File: config.mk
export PLATFORM = sky130hd
export DESIGN_NAME = cafe_front
export DESIGN_NICKNAME = d
export VERILOG_FILES = /design/src/rtl/core/cafe_pkg.sv /design/src/rtl/core/cafe_front.sv
export SDC_FILE = /design/constraint.sdc
export NUM_CORES = 2
export LEC_CHECK = 0
export ABC_AREA = 0
export CELL_PAD_IN_SITES_DETAIL_PLACEMENT = 1
export CELL_PAD_IN_SITES_GLOBAL_PLACEMENT = 1
export CORE_MARGIN = 1.5
export CORE_UTILIZATION = 35
export CTS_BUF_LIST = sky130_fd_sc_hd__clkbuf_2 sky130_fd_sc_hd__clkbuf_4 sky130_fd_sc_hd__clkbuf_8
export CTS_CLUSTER_DIAMETER = 50
export DETAILED_ROUTE_END_ITERATION = 10
export DONT_BUFFER_PORTS = 1
export GPL_TIMING_DRIVEN = 0
export PLACE_DENSITY = 0.62
export SYNTH_ARGS = -nofsm -noshare
export SYNTH_HDL_FRONTEND = slang
export SYNTH_SLANG_ARGS = --single-unit
File: constraint.sdc
create_clock -name i_clk -period 10.05 [get_ports i_clk]
set_input_delay 0.5025 -clock i_clk [delete_from_list [all_inputs] [get_ports i_clk]]
set_output_delay 0.5025 -clock i_clk [all_outputs]
set_load 0.02 [all_outputs]
File: src/rtl/core/cafe_pkg.sv
// Shared types, widths and constants for the compliant arm force estimator.
package cafe_pkg;

    localparam int CORDIC_STAGES = 16;
    localparam int ATAN_ENTRIES  = 24;
    localparam int NSTG = (CORDIC_STAGES > ATAN_ENTRIES) ? ATAN_ENTRIES : CORDIC_STAGES;

    localparam int CFGW  = 32;  // config data width
    localparam int PRODW = 49;  // 33s x 16s products
    localparam int SPW   = 34;  // spring force, Q16.16
    localparam int LATW  = 36;  // lateral force, Q16.16
    localparam int ZW    = 33;  // angle, Q30
    localparam int XW    = 33;  // cos/sin, Q30
    localparam int PPW   = SPW + 17;        // partial products
    localparam int SUMW  = SPW + XW + 1;    // full product plus rounding
    localparam int RW    = SUMW - 30;       // product after rounding shift
    localparam int SATW  = RW + 1;          // after subtracting lateral force

    localparam logic signed [ZW-1:0] PI_Q30      = 33'sd3373259426;
    localparam logic signed [ZW-1:0] HALF_PI_Q30 = 33'sd1686629713;
    localparam logic signed [XW-1:0] K_Q30       = 33'sd652032874;

    localparam logic [30:0] ATAN_Q30 [ATAN_ENTRIES] = '{
        31'd843314857, 31'd497837829, 31'd263043837, 31'd133525159,
        31'd67021687,  31'd33543516,  31'd16775851,  31'd8388437,
        31'd4194283,   31'd2097149,   31'd1048576,   31'd524288,
        31'd262144,    31'd131072,    31'd65536,     31'd32768,
        31'd16384,     31'd8192,      31'd4096,      31'd2048,
        31'd1024,      31'd512,       31'd256,       31'd128
    };

    localparam logic CFG_LIN_STIFF = 1'b0;
    localparam logic CFG_LAT_GAIN  = 1'b1;

    typedef struct packed {
        logic [63:0]        timestamp;
        logic signed [15:0] joint_angle;
        logic signed [15:0] lin_pos;
    } t_in;

    typedef struct packed {
        logic [63:0]          ts;
        logic signed [LATW-1:0] lat;
        logic signed [SPW-1:0]  spring;
    } t_side;

    typedef struct packed {
        t_side                side;
        logic signed [ZW-1:0] z;
    } t_front;

    typedef struct packed {
        t_side                side;
        logic signed [XW-1:0] cosv;
        logic signed [XW-1:0] sinv;
    } t_rot;

    typedef struct packed {
        logic [63:0]        stamp_out;
        logic signed [31:0] force_z;
        logic signed [31:0] force_y;
    } t_out;

    function automatic logic signed [31:0] sat32(input logic signed [SATW-1:0] v);
        logic [SATW-32:0] top;
        top = v[SATW-1:31];
        if (top == '0 || top == '1) begin
            return v[31:0];
        end else if (v[SATW-1]) begin
            return 32'sh8000_0000;
        end else begin
            return 32'sh7fff_ffff;
        end
    endfunction

endpackage

File: src/rtl/core/cafe_front.sv
// Front pipeline: stiffness products, rounding, half-turn angle reduction.
module cafe_front (
    input  logic                       i_clk,
    input  logic                       i_rst_n,
    input  logic [cafe_pkg::CFGW-1:0]  i_lin_stiff,
    input  logic [cafe_pkg::CFGW-1:0]  i_lat_gain,
    input  logic                       i_valid,
    output logic                       o_ready,
    input  cafe_pkg::t_in              i_data,
    output logic                       o_valid,
    input  logic                       i_ready,
    output cafe_pkg::t_front           o_data
);

    localparam int PW  = cafe_pkg::PRODW;
    localparam int SW  = cafe_pkg::SPW;
    localparam int LW  = cafe_pkg::LATW;
    localparam int ZW  = cafe_pkg::ZW;
    localparam logic signed [PW-1:0] RND_S = PW'(1) <<< (PW - SW - 1);
    localparam logic signed [PW-1:0] RND_L = PW'(1) <<< (PW - LW - 1);

    logic [2:0] r_vld;
    logic [2:0] w_en;

    // stage 1
    logic signed [PW-1:0] r_prod_s, r_prod_l;
    logic signed [15:0]   r_ang;
    logic [63:0]          r_ts1;
    // stage 2
    logic signed [SW-1:0] r_spring2;
    logic signed [LW-1:0] r_lat2;
    logic signed [ZW-1:0] r_z2;
    logic                 r_flip;
    logic [63:0]          r_ts2;
    // stage 3
    cafe_pkg::t_front     r_out;

    logic signed [PW-1:0] n_prod_s, n_prod_l, w_sum_s, w_sum_l;
    logic signed [ZW-1:0] w_z, n_z;
    logic                 n_flip;
    logic signed [SW-1:0] n_spring3;

    assign w_en[2] = !r_vld[2] || i_ready;
    assign w_en[1] = !r_vld[1] || w_en[2];
    assign w_en[0] = !r_vld[0] || w_en[1];
    assign o_ready = w_en[0];
    assign o_valid = r_vld[2];
    assign o_data  = r_out;

    assign n_prod_s = $signed({{(PW-32){1'b0}}, i_lin_stiff}) * PW'(i_data.lin_pos);
    assign n_prod_l = $signed({{(PW-32){1'b0}}, i_lat_gain}) * PW'(i_data.joint_angle);

    assign w_sum_s = r_prod_s + RND_S;
    assign w_sum_l = r_prod_l + RND_L;
    assign w_z     = {r_ang, {(ZW-16){1'b0}}};

    always_comb begin
        n_z    = w_z;
        n_flip = 1'b0;
        if (w_z > cafe_pkg::HALF_PI_Q30) begin
            n_z    = w_z - cafe_pkg::PI_Q30;
            n_flip = 1'b1;
        end else if (w_z < -cafe_pkg::HALF_PI_Q30) begin
            n_z    = w_z + cafe_pkg::PI_Q30;
            n_flip = 1'b1;
        end
    end

    assign n_spring3 = r_flip ? -r_spring2 : r_spring2;

    always_ff @(posedge i_clk) begin
        if (!i_rst_n) begin
            r_vld <= '0;
        end else begin
            if (w_en[0]) r_vld[0] <= i_valid;
            if (w_en[1]) r_vld[1] <= r_vld[0];
            if (w_en[2]) r_vld[2] <= r_vld[1];
        end
    end

    always_ff @(posedge i_clk) begin
        if (w_en[0]) begin
            r_prod_s <= n_prod_s;
            r_prod_l <= n_prod_l;
            r_ang    <= i_data.joint_angle;
            r_ts1    <= i_data.timestamp;
        end
        if (w_en[1]) begin
            r_spring2 <= w_sum_s[PW-1:PW-SW];
            r_lat2    <= w_sum_l[PW-1:PW-LW];
            r_z2      <= n_z;
            r_flip    <= n_flip;
            r_ts2     <= r_ts1;
        end
        if (w_en[2]) begin
            r_out.side.spring <= n_spring3;
            r_out.side.lat    <= r_lat2;
            r_out.side.ts     <= r_ts2;
            r_out.z           <= r_z2;
        end
    end

endmodule

# After elaboration in Yosys (flattened, before gate mapping)
# Cells that the tools add are included.
# classes
add_sub_neg	5
n_mul	2
order_cmp	2
n_mux	4
reduce_logical	6
# ops
cell	count
33-bit by 16-bit multiplier with 49-bit output	2
33-bit two-way mux	2
49-bit by 14-bit adder with 49-bit output (second input constant)	1
49-bit by 16-bit adder with 49-bit output (second input constant)	1
34-bit two-way mux	1
34-bit negation	1
33-bit adder (second input constant)	1
33-bit by 32-bit greater-than comparator with 1-bit output (second input constant)	1
33-bit by 32-bit < comparator with 1-bit output (second input constant)	1
33-bit subtractor (second input constant)	1
1-bit zero test	3
1-bit logical OR	3
1-bit two-way mux	1
# word_totals
reg_bits	516
in_bits	164
out_inout_bits	169
word_cells	35

# Longest topological paths before layout
# logic_depth
word_depth	4
ltp_mapped	25

# Least setup slack after synthesis
# Ideal clock, no wire load.
# synth_path
kind	input -> register
from	input port i_data[1] (netlist name)
to	register r_prod_s[48], data pin
setup_time_ps	260
arrival_ps	6308
t_required_ps	9790
setup_slack_ps	3482
path_stages	23
n_path_buf	2
cell_sequence	clkbuf_1 -> nand2_1 -> fa_1 -> fa_1 -> fa_1 -> inv_1 -> fa_1 -> fa_1 -> inv_1 -> fa_1 -> inv_1 -> ha_1 -> clkbuf_1 -> nand2_1 -> o21ai_0 -> a22oi_1 -> a22oi_1 -> nand4b_1 -> o211ai_1 -> a21oi_1 -> o21ai_0 -> a21oi_1 -> xnor2_1
# synth_via
elab_chain_len	1
# synth_rtl
item	line_no	text
from (decl)	cafe_front.sv:9	input cafe_pkg::t_in i_data,
33-bit by 16-bit multiplier with 49-bit output	cafe_front.sv:50	assign n_prod_s = $signed({{(PW-32){1'b0}}, i_lin_stiff}) * PW'(i_data.lin_pos);
named net n_prod_s[48]	cafe_front.sv:38	logic signed [PW-1:0] n_prod_s, n_prod_l, w_sum_s, w_sum_l;
to (signal assigned)	cafe_front.sv:83	r_prod_s <= n_prod_s;
to (decl)	cafe_front.sv:26	logic signed [PW-1:0] r_prod_s, r_prod_l;
# The timed path passes the listed nets, and every way through them passes these cells.
# A chain may end at the register's enable or synchronous reset.

# Worst setup path after layout
# layout_path
from	input port i_data[18] (netlist name)
to	register r_prod_l[42], data pin
# layout_via
elab_chain_len	1
# layout_rtl
item	line_no	text
33-bit by 16-bit multiplier with 49-bit output	cafe_front.sv:51	assign n_prod_l = $signed({{(PW-32){1'b0}}, i_lat_gain}) * PW'(i_data.joint_angle);
named net n_prod_l[42]	cafe_front.sv:38	
to (signal assigned)	cafe_front.sv:84	r_prod_l <= n_prod_l;
to (decl)	cafe_front.sv:26	
# The timed path passes the listed nets, and every way through them passes these cells.

==> metrics.md <==
| Metric | Value |
|---|---|
| Syn nets | 5960 |
| Initial DRC count | approximately 1800 |
| Clk slew on worst S/H paths | 60 ps |
| Final Skew | 21.34 ps |
| MaxCap Viol Count | 0 |
| Hold path start | i_ready |
| Row count | 137 |
| Worst Reg-to-Reg Cells | 9 |
| Main combinational cell family by area after synthesis | adder cells |
| Vias in the first global route | between 30000 and 40000 |
| Num CTS Buffers | 79 |
| Starting Density | a little over a third |
| Mapped Area | between 0.04 and 0.05 mm2 |
| WHS Path Cells | 2 |
| R2R Path Start | r_spring2[2] |
| Setup Fix Bufs, Post-CTS | 0 |
| Setup TNS | 0 ps |
| Avg Cell Area, Syn | 10.55 um2 |
| Final setup fails | 0 |
| First-pass GRT wire length | 231200 um |
| Synth Flop Type | edfxtp_1 |
| Placeable Area | 0.1394 mm2 |
| Synth area leader | fa_1 |
| Worst Max-Slew Pin Slew | about 1100 ps |
| GPL Wtd Cong | slightly below 0.9 |
| Port bufs | 0 |
| Post-CTS Resized | 0 |
| Commonest cells post-synth | inv_1 (1032), fa_1 (834), nand2_1 (623), edfxtp_1 (458), and2_1 (435) |
| Arrival time at the worst endpoint | 8530 ps |
| CP Class | in2reg |
| Detailed Routing Iterations Pass 1 | 5 |
| Synth Area in Compound Gates | under 10% |
| Mux contribution to synthesized area | 0% |
| Worst Path Required | roughly 11000 ps |
| Largest net degree at the start of global routing | 104 |
| CP endpoint kind | flip-flop |
| Nets | approximately 6100 |
| Reg2Reg Capture Point | o_data[61] |
| Share of cells above drive strength 1 | 3.443% |
| Register area share after synthesis | 28.14% |
| Die ar. | 0.1425 mm2 |
| DP Worst Slack | 1512 ps |
| CP startpoint kind | input pin |
| Top cell type's share of synthesized area | 34.01% |
| Root buffer cell | clkbuf_8 |
| Die Wd | about 380 um |
| Clock Sinks | 461 |
| Vias per cell | 4.890 |
| Number of synthesized flops with an enable pin | ~460 |
| Post-synth cell types | between 60 and 70 |
| Detailed Route WL | 153900 um |
| Simple-Gate Fraction of Synth Area | around 13% |
| Fmax | 125.9 MHz |
| Final count of pins violating max slew | 0 |
| Crit path time final | 7944 ps |
| Dpl hpwl | around 120000 um |
| Internal reg-to-reg setup slack | 6380 ps |
| Final Hold Fails | 0 |
| Max_slew headroom | between 20% and 30% |
| Most Crowded Layer GR | met2 |
| Gr usage total | between 20 and 25% |
| Run status | finished clean |
| CTS tree | yes |
| Final antenna-violating net count | 0 |
| Die height | roughly 380 um |
| Routed WL per cell | 22.75 um |
| Via count | roughly 33000 |
| Post-synthesis adder-cell area fraction | 41.86% |
| XOR/XNOR Fraction of Synth Area | under 10% |
| IO Count | 333 |
| Met2 usage in global routing | 35.28% |
| Fin crit share | 79.04% |
| Min-Delay Endpoint | r_vld[2] |
| Htree depth | 3 |
| Maximum fanout along the worst path | 10 |
| Gr ovfl total | 0 |
| Worst skew pair latency | 730 ps |
| Critical path startpoint | i_data[18] |
| P&R area growth vs syn | 9.999% |
| Initial antenna violation count | 23 |
| Yosys warning count | 0 |
| Met3 GRT Util | 5.659% |
| DRC Markers | 0 |
| HP Class | in2reg |
| Post-synthesis cell count | 4654 |
| Most common cell in the netlist | inv_1 |
| Synth top area cells | fa_1 (34%), edfxtp_1 (28%), inv_1 (7.9%) |
| Filler cells | 15581 |
| Async SR Flop Fraction | 0% |
| Yosys reg bits | 461 |
| RSZ-0062 raised after global routing | false |
| Grt met1 use | roughly 29% |
| PnR worst setup slack | 2106 ps |
| Longest Clk Path Bufs | 3 |
## cells by family after synthesis
group,Yosys count
flip-flops,461
adder cells (fa/ha/maj),1142
buffers and inverters,1230
AND/OR/NAND/NOR,1349
AO/OA/AOI/OAI,286
other,1
XOR/XNOR,185
## state kept, by name (all words and copies together) (netlist names), 16 cells and up
name	flops
r_spring2	34
r_prod_s	35
r_prod_l	37
o_data	153
r_ts2	64
r_lat2	36
r_ts1	64
r_z2	19
r_ang	16
## cells in the final DEF (no fill, tap or decap), types with 14 or more instances in the layout
master,instances
dlygate4sd3_1,82
nor2_1,108
clkbuf_8,79
fa_1,834
nand2b_1,27
xnor2_1,130
o21ai_0,60
inv_1,1031
nand3_1,35
a21oi_1,92
clkbuf_4,18
and2_1,435
a21o_1,36
nand2_1,622
clkinv_1,16
and3_1,24
nand4_1,31
nor2b_1,16
buf_4,14
ha_1,308
edfxtp_1,458
clkbuf_1,181
xor2_1,55
## per-stage QoR
step | hold WS, ps | utilization, % | cells | cell area [um2]
floorplan | 400.3 | - | 4654 | 49090
finish | 184.2 | 38.75 | 6765 | 54000
global route | 128.1 | 38.74 | 6760 | 53990
detailed placement | 405.2 | 37.04 | 6536 | 51620
global placement | 400.5 | 36.91 | 6530 | 51440
CTS | 91.06 | 38.73 | 6756 | 53980
## area by class of cell
class / instances / area [um2] / area share [%]
tap: 1876 / 2347 / 4.347
buffer: 197 / 792.0 / 1.467
sequential: 461 / 13810 / 25.58
inverter: 1033 / 3885 / 7.195
clock buffer: 97 / 1222 / 2.264
timing repair buffer: 88 / 978.4 / 1.812
antenna: 9 / 22.52 / 0.04171
clock inverter: 41 / 310.3 / 0.5746
multi-input combinational: 2963 / 30630 / 56.72
## worst max-delay path, stage by stage
cell and delay [ps]:
clkbuf_1 780, nand2_1 180, fa_1 540, fa_1 560, fa_1 530, inv_1 50, fa_1 450, fa_1 530
inv_1 50, fa_1 630, inv_1 80, ha_1 270, clkbuf_1 220, a21o_1 210, a21o_1 170, a21oi_1 150
o21ai_1 170, a2111oi_2 550, nor3_1 210, a21oi_1 780, o21bai_1 280, a2111oi_0 450, nand4b_1 170
## layer usage
metal	vias up	part of all wire (%)
met5	-	0.045
met4	10	3.8
met3	259	7.6
met2	1026	46
met1	17248	42
li1	14536	-
## how the worst max path moves through the flow
stage / cells past startpoint / endpoint / slack (ps)
final: 23 / r_prod_l[42] / 2110
after global routing: 23 / r_prod_l[47] / 1770
after CTS: 23 / r_prod_l[42] / 2350
after detailed placement: 23 / r_prod_l[42] / 1510
after global placement: 2 / r_prod_l[42] / 820
after floorplan: 23 / r_prod_s[48] / 3480
## repair_timing
action,CTS,global route
hold endpoints to repair,83,0
hold buffers,82,0
endpoints found under the setup margin,0,0
Power is not shown: default switching activity piles up to over one toggle a cycle in this logic, so the estimate is an artifact.
